===== src/hw/rtl/rk4_harmonic_oscillator_step_unit_assert.svh =====
// assertion macros for the rk4 oscillator step unit
`ifndef RK4_HARMONIC_OSCILLATOR_STEP_UNIT_ASSERT_SVH
`define RK4_HARMONIC_OSCILLATOR_STEP_UNIT_ASSERT_SVH

// checked only outside reset
`define RK4HO_ASSERT(name, clk, rst, prop, msg) \
   name: assert property (@(posedge clk) disable iff (rst) prop) else $error(msg);

// checked on every edge, reset included
`define RK4HO_ASSERT_ALWAYS(name, clk, prop, msg) \
   name: assert property (@(posedge clk) prop) else $error(msg);

`endif


===== src/hw/rtl/rk4ho_pkg.sv =====
// shared types, constants and helpers of the rk4 oscillator step unit
`default_nettype none

package rk4ho_pkg;

   localparam int DEF_MAX_POINTS = 65536;
   localparam int DEF_FRAC_BITS  = 24;

   localparam int WIDE_W = 48;
   localparam int ACC_W  = 36;
   localparam int TERM_W = 33;

   // x / 3 == (x * DIV3_MAGIC) >> 33 for every 32-bit x
   localparam logic [31:0] DIV3_MAGIC = 32'hAAAA_AAAB;

   localparam logic signed [WIDE_W-1:0] S32_MAX_W = 48'sh0000_7FFF_FFFF;
   localparam logic signed [WIDE_W-1:0] S32_MIN_W = 48'shFFFF_8000_0000;

   localparam logic [31:0] RST_INIT_POS    = 32'd0;
   localparam logic [31:0] RST_INIT_VEL    = 32'd16777216;
   localparam logic [31:0] RST_START_TIME  = 32'd0;
   localparam logic [24:0] RST_STEP_SIZE   = 25'd167772;
   localparam logic [16:0] RST_POINT_COUNT = 17'd501;

   typedef enum logic [2:0] {
      CSR_INIT_POS    = 3'd0,
      CSR_INIT_VEL    = 3'd1,
      CSR_START_TIME  = 3'd2,
      CSR_STEP_SIZE   = 3'd3,
      CSR_POINT_COUNT = 3'd4
   } csr_index_type;

   typedef struct packed {
      logic signed [31:0] init_pos;
      logic signed [31:0] init_vel;
      logic signed [31:0] start_time;
      logic [24:0]        step_size;
      logic [16:0]        point_count;
   } cfg_type;

   typedef enum logic [1:0] {
      DEN_ONE,
      DEN_HALF,
      DEN_THIRD,
      DEN_SIXTH
   } den_type;

   typedef enum logic [1:0] {
      PART_COMB_Y,
      PART_COMB_V,
      PART_STAGE_Y,
      PART_STAGE_V
   } part_type;

   typedef enum logic [3:0] {
      ST_IDLE,
      ST_ADV_INIT,
      ST_ABS,
      ST_MUL,
      ST_RND,
      ST_DIV,
      ST_FIX,
      ST_ACC,
      ST_ADV_DONE,
      ST_TM_MUL,
      ST_TM_SUM,
      ST_FINISH
   } seq_state_type;

   // weight of stage j in the final combination: 1/6, 1/3, 1/3, 1/6
   function automatic den_type comb_den(input logic [1:0] stage);
      den_type d;
      d = (stage == 2'd0 || stage == 2'd3) ? DEN_SIXTH : DEN_THIRD;
      return d;
   endfunction

   // step fraction toward the next stage point: 1/2, 1/2, 1
   function automatic den_type stage_den(input logic [1:0] stage);
      den_type d;
      d = (stage == 2'd2) ? DEN_ONE : DEN_HALF;
      return d;
   endfunction

   function automatic logic signed [WIDE_W-1:0] sx48(input logic signed [31:0] a);
      logic signed [WIDE_W-1:0] r;
      r = {{(WIDE_W-32){a[31]}}, a};
      return r;
   endfunction

   function automatic logic signed [31:0] sat32(input logic signed [WIDE_W-1:0] x);
      logic signed [31:0] r;
      if (x > S32_MAX_W) begin
         r = 32'sh7FFF_FFFF;
      end else if (x < S32_MIN_W) begin
         r = 32'sh8000_0000;
      end else begin
         r = x[31:0];
      end
      return r;
   endfunction

endpackage

`default_nettype wire


===== src/hw/rtl/rk4ho_mul.sv =====
// shared registered 32x32 unsigned multiplier
`default_nettype none

module rk4ho_mul (
   input  wire logic        clock,
   input  wire logic [31:0] a,
   input  wire logic [31:0] b,
   output logic [63:0]      p
);

   logic [63:0] p_ff;
   logic [63:0] p_in;

   assign p_in = 64'(a) * 64'(b);

   always_ff @(posedge clock) begin
      p_ff <= p_in;
   end

   assign p = p_ff;

endmodule

`default_nettype wire


===== src/hw/rtl/rk4ho_core.sv =====
// sequencer and datapath of the rk4 step, built around one shared multiplier
`default_nettype none

module rk4ho_core #(
   parameter int MAX_POINTS = rk4ho_pkg::DEF_MAX_POINTS,
   parameter int FRAC_BITS  = rk4ho_pkg::DEF_FRAC_BITS
) (
   input  wire logic              clock,
   input  wire logic              reset,
   input  wire rk4ho_pkg::cfg_type cfg,
   input  wire logic              req_valid,
   output logic                   req_ready,
   input  wire logic              req_restart,
   output logic                   rsp_valid,
   input  wire logic              rsp_ready,
   output logic [15:0]            rsp_point_index,
   output logic signed [31:0]     rsp_time_value,
   output logic signed [31:0]     rsp_position,
   output logic signed [31:0]     rsp_velocity,
   output logic                   rsp_is_last
);

   import rk4ho_pkg::*;

   localparam logic [15:0] IDX_CAP =
      (MAX_POINTS - 1 > 65535) ? 16'hFFFF : 16'(MAX_POINTS - 1);
   localparam logic [31:0] ONE_FX = 32'd1 << FRAC_BITS;
   localparam int SH_LO = FRAC_BITS;
   localparam int SH_HI = FRAC_BITS + 1;
   localparam logic [63:0] BIAS_ONE   = 64'd1 << (FRAC_BITS - 1);
   localparam logic [63:0] BIAS_HALF  = 64'd1 << FRAC_BITS;
   localparam logic [63:0] BIAS_THIRD = 64'd3 << (FRAC_BITS - 1);
   localparam logic [63:0] BIAS_SIXTH = 64'd3 << FRAC_BITS;

   seq_state_type state_ff, state_in;

   logic signed [31:0]       y_ff, v_ff, ky_ff, kv_ff, ys_ff, time_ff;
   logic [15:0]              idx_ff;
   logic                     last_ff;
   logic signed [ACC_W-1:0]  acc_y_ff, acc_v_ff;
   logic [31:0]              mag_ff, x_ff;
   logic                     neg_ff;
   logic signed [TERM_W-1:0] term_ff;
   logic [1:0]               stage_ff;
   part_type                 part_ff;

   logic                     rsp_valid_ff;
   logic [15:0]              rsp_index_ff;
   logic signed [31:0]       rsp_time_ff, rsp_pos_ff, rsp_vel_ff;
   logic                     rsp_last_ff;

   logic [31:0]              mul_a, mul_b;
   logic [63:0]              prod;
   logic [31:0]              h_ext, h_eff;
   den_type                  den_cur;
   logic signed [31:0]       k_cur;
   logic                     div3;
   logic [63:0]              rnd_sum;
   logic                     rnd_hi;
   logic [31:0]              q_cur;
   logic [TERM_W-1:0]        q_ext;
   logic                     rsp_load;
   logic                     last_term, last_stage_term;
   logic signed [WIDE_W-1:0] time_sum;

   rk4ho_mul u_mul (
      .clock (clock),
      .a     (mul_a),
      .b     (mul_b),
      .p     (prod)
   );

   assign h_ext = 32'(cfg.step_size);
   assign h_eff = (h_ext > ONE_FX) ? ONE_FX : h_ext;

   assign den_cur = (part_ff == PART_STAGE_Y || part_ff == PART_STAGE_V) ?
                    stage_den(stage_ff) : comb_den(stage_ff);
   assign k_cur   = (part_ff == PART_COMB_Y || part_ff == PART_STAGE_Y) ? ky_ff : kv_ff;
   assign div3    = (den_cur == DEN_THIRD) || (den_cur == DEN_SIXTH);

   // round to nearest, ties away: add half the divisor, then drop the power of two
   always_comb begin
      unique case (den_cur)
         DEN_ONE:   begin rnd_sum = prod + BIAS_ONE;   rnd_hi = 1'b0; end
         DEN_HALF:  begin rnd_sum = prod + BIAS_HALF;  rnd_hi = 1'b1; end
         DEN_THIRD: begin rnd_sum = prod + BIAS_THIRD; rnd_hi = 1'b0; end
         DEN_SIXTH: begin rnd_sum = prod + BIAS_SIXTH; rnd_hi = 1'b1; end
         default:   begin rnd_sum = prod + BIAS_ONE;   rnd_hi = 1'b0; end
      endcase
   end

   assign q_cur = div3 ? {1'b0, prod[63:33]} : x_ff;
   assign q_ext = {1'b0, q_cur};

   assign last_stage_term = (part_ff == PART_STAGE_V);
   assign last_term       = (stage_ff == 2'd3) && (part_ff == PART_COMB_V);

   assign time_sum = sx48(cfg.start_time) + $signed({1'b0, prod[46:0]});

   // next state
   always_comb begin
      state_in = state_ff;
      unique case (state_ff)
         ST_IDLE: begin
            if (req_valid) begin
               state_in = req_restart ? ST_TM_MUL : ST_ADV_INIT;
            end
         end
         ST_ADV_INIT: state_in = ST_ABS;
         ST_ABS:      state_in = ST_MUL;
         ST_MUL:      state_in = ST_RND;
         ST_RND:      state_in = div3 ? ST_DIV : ST_FIX;
         ST_DIV:      state_in = ST_FIX;
         ST_FIX:      state_in = ST_ACC;
         ST_ACC:      state_in = last_term ? ST_ADV_DONE : ST_ABS;
         ST_ADV_DONE: state_in = ST_TM_MUL;
         ST_TM_MUL:   state_in = ST_TM_SUM;
         ST_TM_SUM:   state_in = ST_FINISH;
         ST_FINISH: begin
            if (!rsp_valid_ff || rsp_ready) begin
               state_in = ST_IDLE;
            end
         end
         default:     state_in = ST_IDLE;
      endcase
   end

   // sequencer outputs
   always_comb begin
      req_ready = 1'b0;
      rsp_load  = 1'b0;
      mul_a     = '0;
      mul_b     = '0;
      unique case (state_ff)
         ST_IDLE:   req_ready = 1'b1;
         ST_MUL: begin
            mul_a = mag_ff;
            mul_b = h_eff;
         end
         ST_DIV: begin
            mul_a = x_ff;
            mul_b = DIV3_MAGIC;
         end
         ST_TM_MUL: begin
            mul_a = 32'(idx_ff);
            mul_b = h_eff;
         end
         ST_FINISH: rsp_load = !rsp_valid_ff || rsp_ready;
         default: begin
         end
      endcase
   end

   always_ff @(posedge clock) begin
      if (reset) begin
         state_ff     <= ST_IDLE;
         rsp_valid_ff <= 1'b0;
         y_ff         <= '0;
         v_ff         <= '0;
         idx_ff       <= '0;
      end else begin
         state_ff <= state_in;
         if (rsp_load) begin
            rsp_valid_ff <= 1'b1;
         end else if (rsp_ready) begin
            rsp_valid_ff <= 1'b0;
         end
         unique case (state_ff)
            ST_IDLE: begin
               if (req_valid && req_restart) begin
                  y_ff   <= cfg.init_pos;
                  v_ff   <= cfg.init_vel;
                  idx_ff <= '0;
               end
            end
            ST_ADV_DONE: begin
               y_ff <= sat32({{(WIDE_W-ACC_W){acc_y_ff[ACC_W-1]}}, acc_y_ff});
               v_ff <= sat32({{(WIDE_W-ACC_W){acc_v_ff[ACC_W-1]}}, acc_v_ff});
               if (idx_ff < IDX_CAP) begin
                  idx_ff <= idx_ff + 16'd1;
               end
            end
            default: begin
            end
         endcase
      end
   end

   // datapath registers
   always_ff @(posedge clock) begin
      unique case (state_ff)
         ST_ADV_INIT: begin
            ky_ff    <= v_ff;
            kv_ff    <= sat32(-sx48(y_ff));
            acc_y_ff <= ACC_W'(sx48(y_ff));
            acc_v_ff <= ACC_W'(sx48(v_ff));
            stage_ff <= 2'd0;
            part_ff  <= PART_COMB_Y;
         end
         ST_ABS: begin
            neg_ff <= k_cur[31];
            mag_ff <= k_cur[31] ? 32'(-k_cur) : 32'(k_cur);
         end
         ST_RND: begin
            x_ff <= rnd_hi ? rnd_sum[SH_HI +: 32] : rnd_sum[SH_LO +: 32];
         end
         ST_FIX: begin
            term_ff <= neg_ff ? -$signed(q_ext) : $signed(q_ext);
         end
         ST_ACC: begin
            unique case (part_ff)
               PART_COMB_Y: acc_y_ff <= acc_y_ff + ACC_W'(term_ff);
               PART_COMB_V: acc_v_ff <= acc_v_ff + ACC_W'(term_ff);
               PART_STAGE_Y: ys_ff <= sat32(sx48(y_ff) + WIDE_W'(term_ff));
               PART_STAGE_V: begin
                  ky_ff <= sat32(sx48(v_ff) + WIDE_W'(term_ff));
                  kv_ff <= sat32(-sx48(ys_ff));
               end
               default: begin
               end
            endcase
            if (last_stage_term) begin
               stage_ff <= stage_ff + 2'd1;
               part_ff  <= PART_COMB_Y;
            end else begin
               part_ff  <= part_type'(part_ff + 2'd1);
            end
         end
         ST_TM_SUM: begin
            time_ff <= sat32(time_sum);
            last_ff <= ({1'b0, idx_ff} + 17'd1) == cfg.point_count;
         end
         default: begin
         end
      endcase
   end

   // result register, holds one finished transaction
   always_ff @(posedge clock) begin
      if (rsp_load) begin
         rsp_index_ff <= idx_ff;
         rsp_time_ff  <= time_ff;
         rsp_pos_ff   <= y_ff;
         rsp_vel_ff   <= v_ff;
         rsp_last_ff  <= last_ff;
      end
   end

   assign rsp_valid       = rsp_valid_ff;
   assign rsp_point_index = rsp_index_ff;
   assign rsp_time_value  = rsp_time_ff;
   assign rsp_position    = rsp_pos_ff;
   assign rsp_velocity    = rsp_vel_ff;
   assign rsp_is_last     = rsp_last_ff;

endmodule

`default_nettype wire


===== src/hw/rtl/rk4_harmonic_oscillator_step_unit.sv =====
// Fixed-point RK4 step unit for y' = v, v' = -y (Q8.24 by default). A restart
// transaction reloads the configured initial point and returns it as index 0.
// An advance transaction runs the four RK4 stages and returns the new point;
// the single 32x32 multiplier serially forms 14 rounded terms (the eight 1/3
// and 1/6 terms take a second pass for the reciprocal divide by 3) and the
// time product. Input is not ready while an item is in work; one finished
// result can wait in the output register while the next item runs.
// Configuration registers are written through the csr channel, which is
// always ready; indexes beyond the register list are ignored.
`default_nettype none
`include "rk4_harmonic_oscillator_step_unit_assert.svh"

module rk4_harmonic_oscillator_step_unit #(
   parameter int MAX_POINTS = rk4ho_pkg::DEF_MAX_POINTS,
   parameter int FRAC_BITS  = rk4ho_pkg::DEF_FRAC_BITS
) (
   input  wire logic          clock,
   input  wire logic          reset,
   input  wire logic          req_valid,
   output logic               req_ready,
   input  wire logic          req_restart,
   output logic               rsp_valid,
   input  wire logic          rsp_ready,
   output logic [15:0]        rsp_point_index,
   output logic signed [31:0] rsp_time_value,
   output logic signed [31:0] rsp_position,
   output logic signed [31:0] rsp_velocity,
   output logic               rsp_is_last,
   input  wire logic          csr_valid,
   output logic               csr_ready,
   input  wire logic [2:0]    csr_index,
   input  wire logic [31:0]   csr_wdata
);

   import rk4ho_pkg::*;

   localparam logic [15:0] IDX_CAP =
      (MAX_POINTS - 1 > 65535) ? 16'hFFFF : 16'(MAX_POINTS - 1);

   cfg_type cfg_ff;

   assign csr_ready = 1'b1;

   always_ff @(posedge clock) begin
      if (reset) begin
         cfg_ff.init_pos    <= RST_INIT_POS;
         cfg_ff.init_vel    <= RST_INIT_VEL;
         cfg_ff.start_time  <= RST_START_TIME;
         cfg_ff.step_size   <= RST_STEP_SIZE;
         cfg_ff.point_count <= RST_POINT_COUNT;
      end else if (csr_valid && csr_ready) begin
         unique case (csr_index)
            CSR_INIT_POS:    cfg_ff.init_pos    <= csr_wdata;
            CSR_INIT_VEL:    cfg_ff.init_vel    <= csr_wdata;
            CSR_START_TIME:  cfg_ff.start_time  <= csr_wdata;
            CSR_STEP_SIZE:   cfg_ff.step_size   <= csr_wdata[24:0];
            CSR_POINT_COUNT: cfg_ff.point_count <= csr_wdata[16:0];
            default: begin
            end
         endcase
      end
   end

   rk4ho_core #(
      .MAX_POINTS (MAX_POINTS),
      .FRAC_BITS  (FRAC_BITS)
   ) u_core (
      .clock           (clock),
      .reset           (reset),
      .cfg             (cfg_ff),
      .req_valid       (req_valid),
      .req_ready       (req_ready),
      .req_restart     (req_restart),
      .rsp_valid       (rsp_valid),
      .rsp_ready       (rsp_ready),
      .rsp_point_index (rsp_point_index),
      .rsp_time_value  (rsp_time_value),
      .rsp_position    (rsp_position),
      .rsp_velocity    (rsp_velocity),
      .rsp_is_last     (rsp_is_last)
   );

   // the sequencer is busy right after taking a transaction
   `RK4HO_ASSERT(a_busy_after_accept, clock, reset, req_valid && req_ready |=> !req_ready, "input still ready after accept")
   `RK4HO_ASSERT(a_index_capped, clock, reset, rsp_valid |-> rsp_point_index <= IDX_CAP, "point index above cap")
   `RK4HO_ASSERT_ALWAYS(a_reset_idle, clock, reset |=> !rsp_valid && req_ready, "not idle after reset")

endmodule

`default_nettype wire


===== config.mk =====
export PLATFORM = sky130hd
export DESIGN_NAME = rk4_harmonic_oscillator_step_unit
export DESIGN_NICKNAME = d
export VERILOG_FILES = /design/src/hw/rtl/rk4ho_pkg.sv /design/src/hw/rtl/rk4ho_mul.sv /design/src/hw/rtl/rk4ho_core.sv /design/src/hw/rtl/rk4_harmonic_oscillator_step_unit.sv
export VERILOG_INCLUDE_DIRS = /design/src /design/src/hw/rtl
export SDC_FILE = /design/constraint.sdc
export NUM_CORES = 2
export LEC_CHECK = 0
export ABC_CLOCK_PERIOD_IN_PS = 12500
export BUFFER_PORTS_ARGS = -buffer_cell sky130_fd_sc_hd__clkbuf_2
export CAP_MARGIN = 20
export CORE_MARGIN = 3
export CORE_UTILIZATION = 55
export CTS_CLUSTER_DIAMETER = 40
export DETAILED_ROUTE_END_ITERATION = 8
export HOLD_SLACK_MARGIN = 0.15
export MAX_ROUTING_LAYER = met4
export PLACE_DENSITY_LB_ADDON = 0.08
export REMOVE_ABC_BUFFERS = 1
export SETUP_SLACK_MARGIN = 0.5
export SLEW_MARGIN = 10
export SYNTH_ARGS = -nofsm -noshare
export SYNTH_HDL_FRONTEND = slang
export SYNTH_SLANG_ARGS = --single-unit

===== constraint.sdc =====
create_clock -name clock -period 12.5 [get_ports clock]
set_clock_uncertainty 0.2 [all_clocks]
set_input_delay 2.5 -clock clock [delete_from_list [all_inputs] [get_ports clock]]
set_output_delay 2.5 -clock clock [all_outputs]
set_load 0.05 [all_outputs]

Word level (Yosys, flattened, before mapping)
Cells that the tools add are included.
Storage, ports and cells
  flip-flop bits (word level): 703
  input port bits: 41
  output and inout port bits: 116
  word-level logic and storage cells: 181
Operators by class
  $add $sub $neg: 17
  $mul: 1
  $lt $le $gt $ge: 16
  equality and inequality tests: 31
  multiplexer cells: 54
  reductions and logical operators: 31
Operators by type and width (count)
  32-bit two-way mux: 20
  32-bit one-hot mux with 2 select lines: 5
  48-bit by 32-bit > comparator with 1-bit output, second input constant: 5
  48-bit by 32-bit < comparator with 1-bit output, second input constant: 5
  57-bit one-hot mux with 4 select lines: 1
  36-bit one-hot mux with 2 select lines: 2
  57-bit by 25-bit adder with 57-bit output, second input constant: 2
  32-bit negator with 48-bit output: 2
  32-bit one-hot mux with 3 select lines: 1
  36-bit by 33-bit adder with 36-bit output: 2
  36-bit by 32-bit > comparator with 1-bit output, second input constant: 2
  36-bit by 32-bit < comparator with 1-bit output, second input constant: 2
  36-bit two-way mux: 2
  32-bit by 33-bit adder with 34-bit output: 2
  32-bit by 32-bit multiplier with 64-bit output: 1
  57-bit by 24-bit adder with 57-bit output, second input constant: 1
  57-bit by 26-bit adder with 57-bit output, second input constant: 1
  32-bit by 48-bit adder with 48-bit output: 1
  4-bit one-hot mux with 12 select lines: 1
  32-bit negator with 33-bit output: 1
  16-bit two-way mux: 2
  32-bit negator: 1
  16-bit one-hot mux with 2 select lines: 1
  31-bit two-way mux: 1
  33 further kinds: 86

Depth between registers and ports, before layout
  word-level depth: 9
  mapped depth: 39
  gate-level depth less buffers: 35

Cells and area by module
A second synthesis with hierarchy kept.
Unflattened totals
  cells, all modules: 7988
  area, all modules: 75097.0 sq um
By module, submodules not included
  rk4ho_mul: instances 1, cells an instance 3815, area each 34844.7 sq um, seq. area each 1281.2 sq um
  rk4ho_core: instances 1, cells an instance 3666, area each 34727.1 sq um, seq. area each 14193.6 sq um
  rk4_harmonic_oscillator_step_unit: instances 1, cells an instance 507, area each 5525.3 sq um, seq. area each 2762.6 sq um

Least setup slack after synthesis
OpenSTA, ideal clock, no wires.
  path kind: reg-to-reg
  from: register u_core.state_ff[2]
  to: register u_core.u_mul.p_ff[53] (netlist: u_core.u_mul.p[53])
  library setup time: 0.121 ns
  arrival: 9.105 ns
  required time: 12.179 ns
  setup slack: 3.074 ns
  stages on the path, launching flop included: 36
  buffers on the path: 5
  clock period less this slack: 9.426 ns
  cell sequence: dfxtp_1 > nor2_1 > and3_1 > clkbuf_1 > nor2_1 > a21oi_1 > clkbuf_1 > clkbuf_1 > nand2_1 > clkbuf_1 > nor2_1 > fa_1 > fa_1 > inv_1 > fa_1 > fa_1 > inv_1 > fa_1 > fa_1 > fa_1 > inv_1 > fa_1 > inv_1 > ha_1 > clkbuf_1 > a21o_1 > a221oi_1 > a21boi_0 > o211ai_1 > a21oi_1 > o211ai_1 > a31oi_1 > o21ai_1 > a221o_1 > a211oi_1 > nor2b_1
On the way
  cells in the longest elaborated chain, start to end: 4
  elaborated cells on any way between the ends: 7
  classes of those cells: mul: 1; eq/ne: 3; mux: 2; reduce/logical: 1
Ends and longest elaborated chain
  start: declaration: line rk4ho_core.sv:35  | seq_state_type state_ff, state_in;
  start signal: assignment: line rk4ho_core.sv:162  | state_ff <= state_in;
  4-bit by 2-bit equality test with 1-bit output / 4-bit equality test (equally long branches): line rk4ho_core.sv:134  | unique case (state_ff)
  2-bit OR reduction (no source line)
  32-bit one-hot mux with 2 select lines: line rk4ho_core.sv:134
  32-bit by 32-bit multiplier with 64-bit output *: line rk4ho_mul.sv:14  | assign p_in = 64'(a) * 64'(b);
  via u_core.u_mul.p_in[53]: line rk4ho_mul.sv:12  | logic [63:0] p_in;
  end signal: assignment: line rk4ho_mul.sv:17  | p_ff <= p_in;
  end: declaration: line rk4ho_mul.sv:11  | logic [63:0] p_ff;
The timed path passes the listed nets; every way through them passes the cells marked *.
A chain may end at the register's enable or synchronous reset.

Worst setup path after layout
  from: register u_core.state_ff[0]
  to: register u_core.u_mul.p_ff[53] (netlist: u_core.u_mul.p[53])
The elaborated chain is that of the path after synthesis.

==> flow_summary_export.csv <==
group,metric,value,unit
synth,synthesis.area,0.0702,mm2
synth,seq_area_frac_synth,26.0,%
power,p_per_area,101,mW/mm2
power,power_leakage,33.4,nW
power,netSwitchingPower,2.68,mW
sta,relSlewSlack,17.1,%
grt,globalRoute.totalOverflow,0,
sta,tns,0,ns
routing,initialDrtViolationCount,5829,
worst_setup_path,path_common_cell,"fa_1",
clocking,cts_resized,0,
layout,design_area,0.0759,mm2
clocking,clk_path_buf_depth,3,
layout,syn_to_final_growth,8.17,%
clocking,cts_tree,"yes",
placement,dp_slack,1.32,ns
power,p_sw_share,34.8,%
routing,routed_wl,238,mm
sta,hold_viol_final,0,
layout,layout_common_cells,"1052 x inv_1, 1029 x nand2_1, 808 x fa_1",
worst_setup_path,critPathMaxStageDelay,0.87,ns
worst_setup_path,critPathLaunchType,"flip-flop",
sta,slew_viol_final,0,
clocking,clk_pin_slew,0.06,ns
synth,yosys_most_used_dff,"edfxtp_1",
power,ir_drop,118,uV
sta,fmax,88.0,MHz
floorplan,die_w,363,um
clocking,h-tree-depth,3,
sta,rsz0062_at_grt,"false",
grt,grt_use_total,37.1,%
layout,mostFrequentLayoutCell,"inv_1",
run,maxCapViolations,0,
synth,yosysTopAreaCell,"fa_1",
grt,grt.busiest_layer,"met2",
grt,grt_use_met2,56.4,%
clocking,numCtsBuffers,94,
worst_setup_path,path_class,"flip-flop to flip-flop",
worst_setup_path,cp_slowest_cell,"nor2_4",
placement,routabilityCongestion,1.01,
worst_setup_path,cp_max_fo,32,
status,outcome,"complete, no violations",
synth,ys_types,92,
clocking,cts_setup_buffers,0,
worst_setup_path,end_kind,"flip-flop",
routing,ant_nets,0,
grt,grt_antenna_before_repair,7,
hold_path,hold_class,"flip-flop to flip-flop",
layout,layout-drive-gt1-share,6.97,%
placement,port_buffers,155,
layout,final_nets,9176,
routing,vias_per_cell,6.02,
sta,final.setup.worst_slack,1.13,ns
worst_setup_path,cp.arrival,11.75,ns
synth,ys_ff_latch,703,
floorplan,die_area,0.132,mm2
routing,post-route-drc-count,0,
floorplan,core-area,0.126,mm2
power,power_frac_clock,35.6,%
clocking,numClockSinks,703,
clocking,cts_root_buf,"clkbuf_16",
layout,fillCellCount,11100,
floorplan,num_io_pins,157,
floorplan,fp.dieH,363,um
sta,finalSetupViolCount,0,
synth,synth_top_area_share,23.1,%
routing,wl_per_cell,24.9,um
sta,tightest_slew,1.24,ns
synth,ys_warn_count,0,
clocking,hold_buffers,0,
sta,timing.hold.ws,0.216,ns
grt,grt_start_max_net_pins,102,
placement,post-dp-hpwl,187,mm
power,p_seq_share,38.8,%
synth,synth_edf_count,416,
synth,avgSynthCellArea,8.97,um2
routing,vias,57400,
grt,grt_pass1_wl,355,mm
floorplan,start_util,55.6,%
floorplan,rows,130,
grt,grt_use_met3,7.16,%
sta,fin_crit_sh,90.9,%
sta,post-route-min-period,11.37,ns
synth,netlist_top_cells_area,"fa_1 23%, edfxtp_1 18%, ha_1 9.2%, dfxtp_1 8.2%, inv_1 5.6%",
grt,grt_pass1_vias,56500,
synth,syn_inst,7825,
power,comb_power_share,25.6,%
routing,dr.pass1.iters,8,
worst_setup_path,crit_required,12.88,ns
placement,post_dp_cell_area,0.0726,mm2
clocking,clk_latency,0.70,ns
grt,grtUsageMet1,49.6,%
power,internal_power,5.02,mW
synth,async_reset_ff_share,0,%
metrics by stage:
| stage | power [mW] | std cells | utilization (%) |
|---|---|---|---|
| after floorplan | 4.24 | 7450 | - |
| after global placement | 4.91 | 9355 | 57.4 |
| after detailed placement | 4.95 | 9359 | 57.5 |
| after CTS | 7.69 | 9536 | 60.1 |
| after global routing | 8.02 | 9542 | 60.1 |
| final | 7.70 | 9543 | 60.1 |
path summary, 6_finish.rpt:
check        depth (start not counted)  slack (ns)                  endpoint          startpoint
max reg2reg                         31        1.13        u_core.u_mul.p[53]  u_core.state_ff[0]
max                                 31        1.13        u_core.u_mul.p[53]  u_core.state_ff[0]
min                                  0        0.22  u_core.rsp_time_value[7]   u_core.time_ff[7]
min reg2reg                          0        0.22  u_core.rsp_time_value[7]   u_core.time_ff[7]
synthesized netlist by cell type (30+ instances only):
cell,n
nand3_1,118
nand4_1,53
buf_2,34
nor2b_1,30
inv_1,1052
fa_1,808
xnor2_1,240
a211oi_1,91
o21bai_1,44
dfxtp_1,287
nor2_1,790
xor2_1,165
o21a_1,40
edfxtp_1,416
clkbuf_1,321
a21oi_1,482
nor4_1,42
mux2i_1,67
o21ai_0,352
a21o_1,142
and2_1,30
nand2_1,1032
and3_1,66
nor3_1,117
ha_1,516
o211ai_1,38
kinds of logic after synthesis:
| family | Yosys count | share of synthesized area (%) |
|---|---|---|
| AO/OA/AOI/OAI | 1470 | 13.1 |
| AND/OR/NAND/NOR | 2427 | 14.9 |
| other | 1 | 0.00534 |
| adder cells (fa/ha/maj) | 1324 | 32.3 |
| flip-flops | 703 | 26.0 |
| XOR/XNOR | 405 | 5.05 |
| buffers and inverters | 1427 | 7.75 |
| multiplexers | 68 | 0.972 |
critical path, delay by kind of cell, from the launching register on:
family                     cells  cell delay [ns]
AOI/OAI and AO/OA             11             3.15
buffers and inverters          7             0.98
adders and majority gates      9             4.55
and+or+nand+nor                4             1.61
DFF                            1             0.72
registers in the layout, summed over array words and instances, names as in the netlist, 33 cells and up:
register / cells
u_core.acc_y_ff: 36
u_core.acc_v_ff: 36
u_core.u_mul.p: 64
cfg_ff: 138
u_core.term_ff: 33
power by group through the flow:
stage / Clock [mW] / Sequential [mW] / Combinational [mW]
floorplan: 0 / 2.91 / 1.33
global placement: 0 / 3.02 / 1.89
detailed placement: 0 / 3.03 / 1.92
CTS: 2.77 / 2.98 / 1.94
global route: 2.87 / 2.99 / 2.16
finish: 2.74 / 2.99 / 1.97
layout make-up:
class                   instances  area (um2)  area share, %
clock buffers                 108        2470           3.25
repair buffers                265        1710           2.25
flip-flops and latches        703       18200           24.0
well taps                    1650        2060           2.72
multi-input cells            5695       46700           61.6
diodes                          1        2.50        0.00330
clock inverters                69         757          0.997
inverters                    1052        3950           5.20
per-layer routing:
layer	vias to the layer above	wire, um	share of wire [%]
li1	25800	-	-
met1	28600	98100	41
met2	2519	107000	45
met3	541	21500	9.0
met4	0	11600	4.9
met5	-	0	0
(Power assumes the default switching activity.)
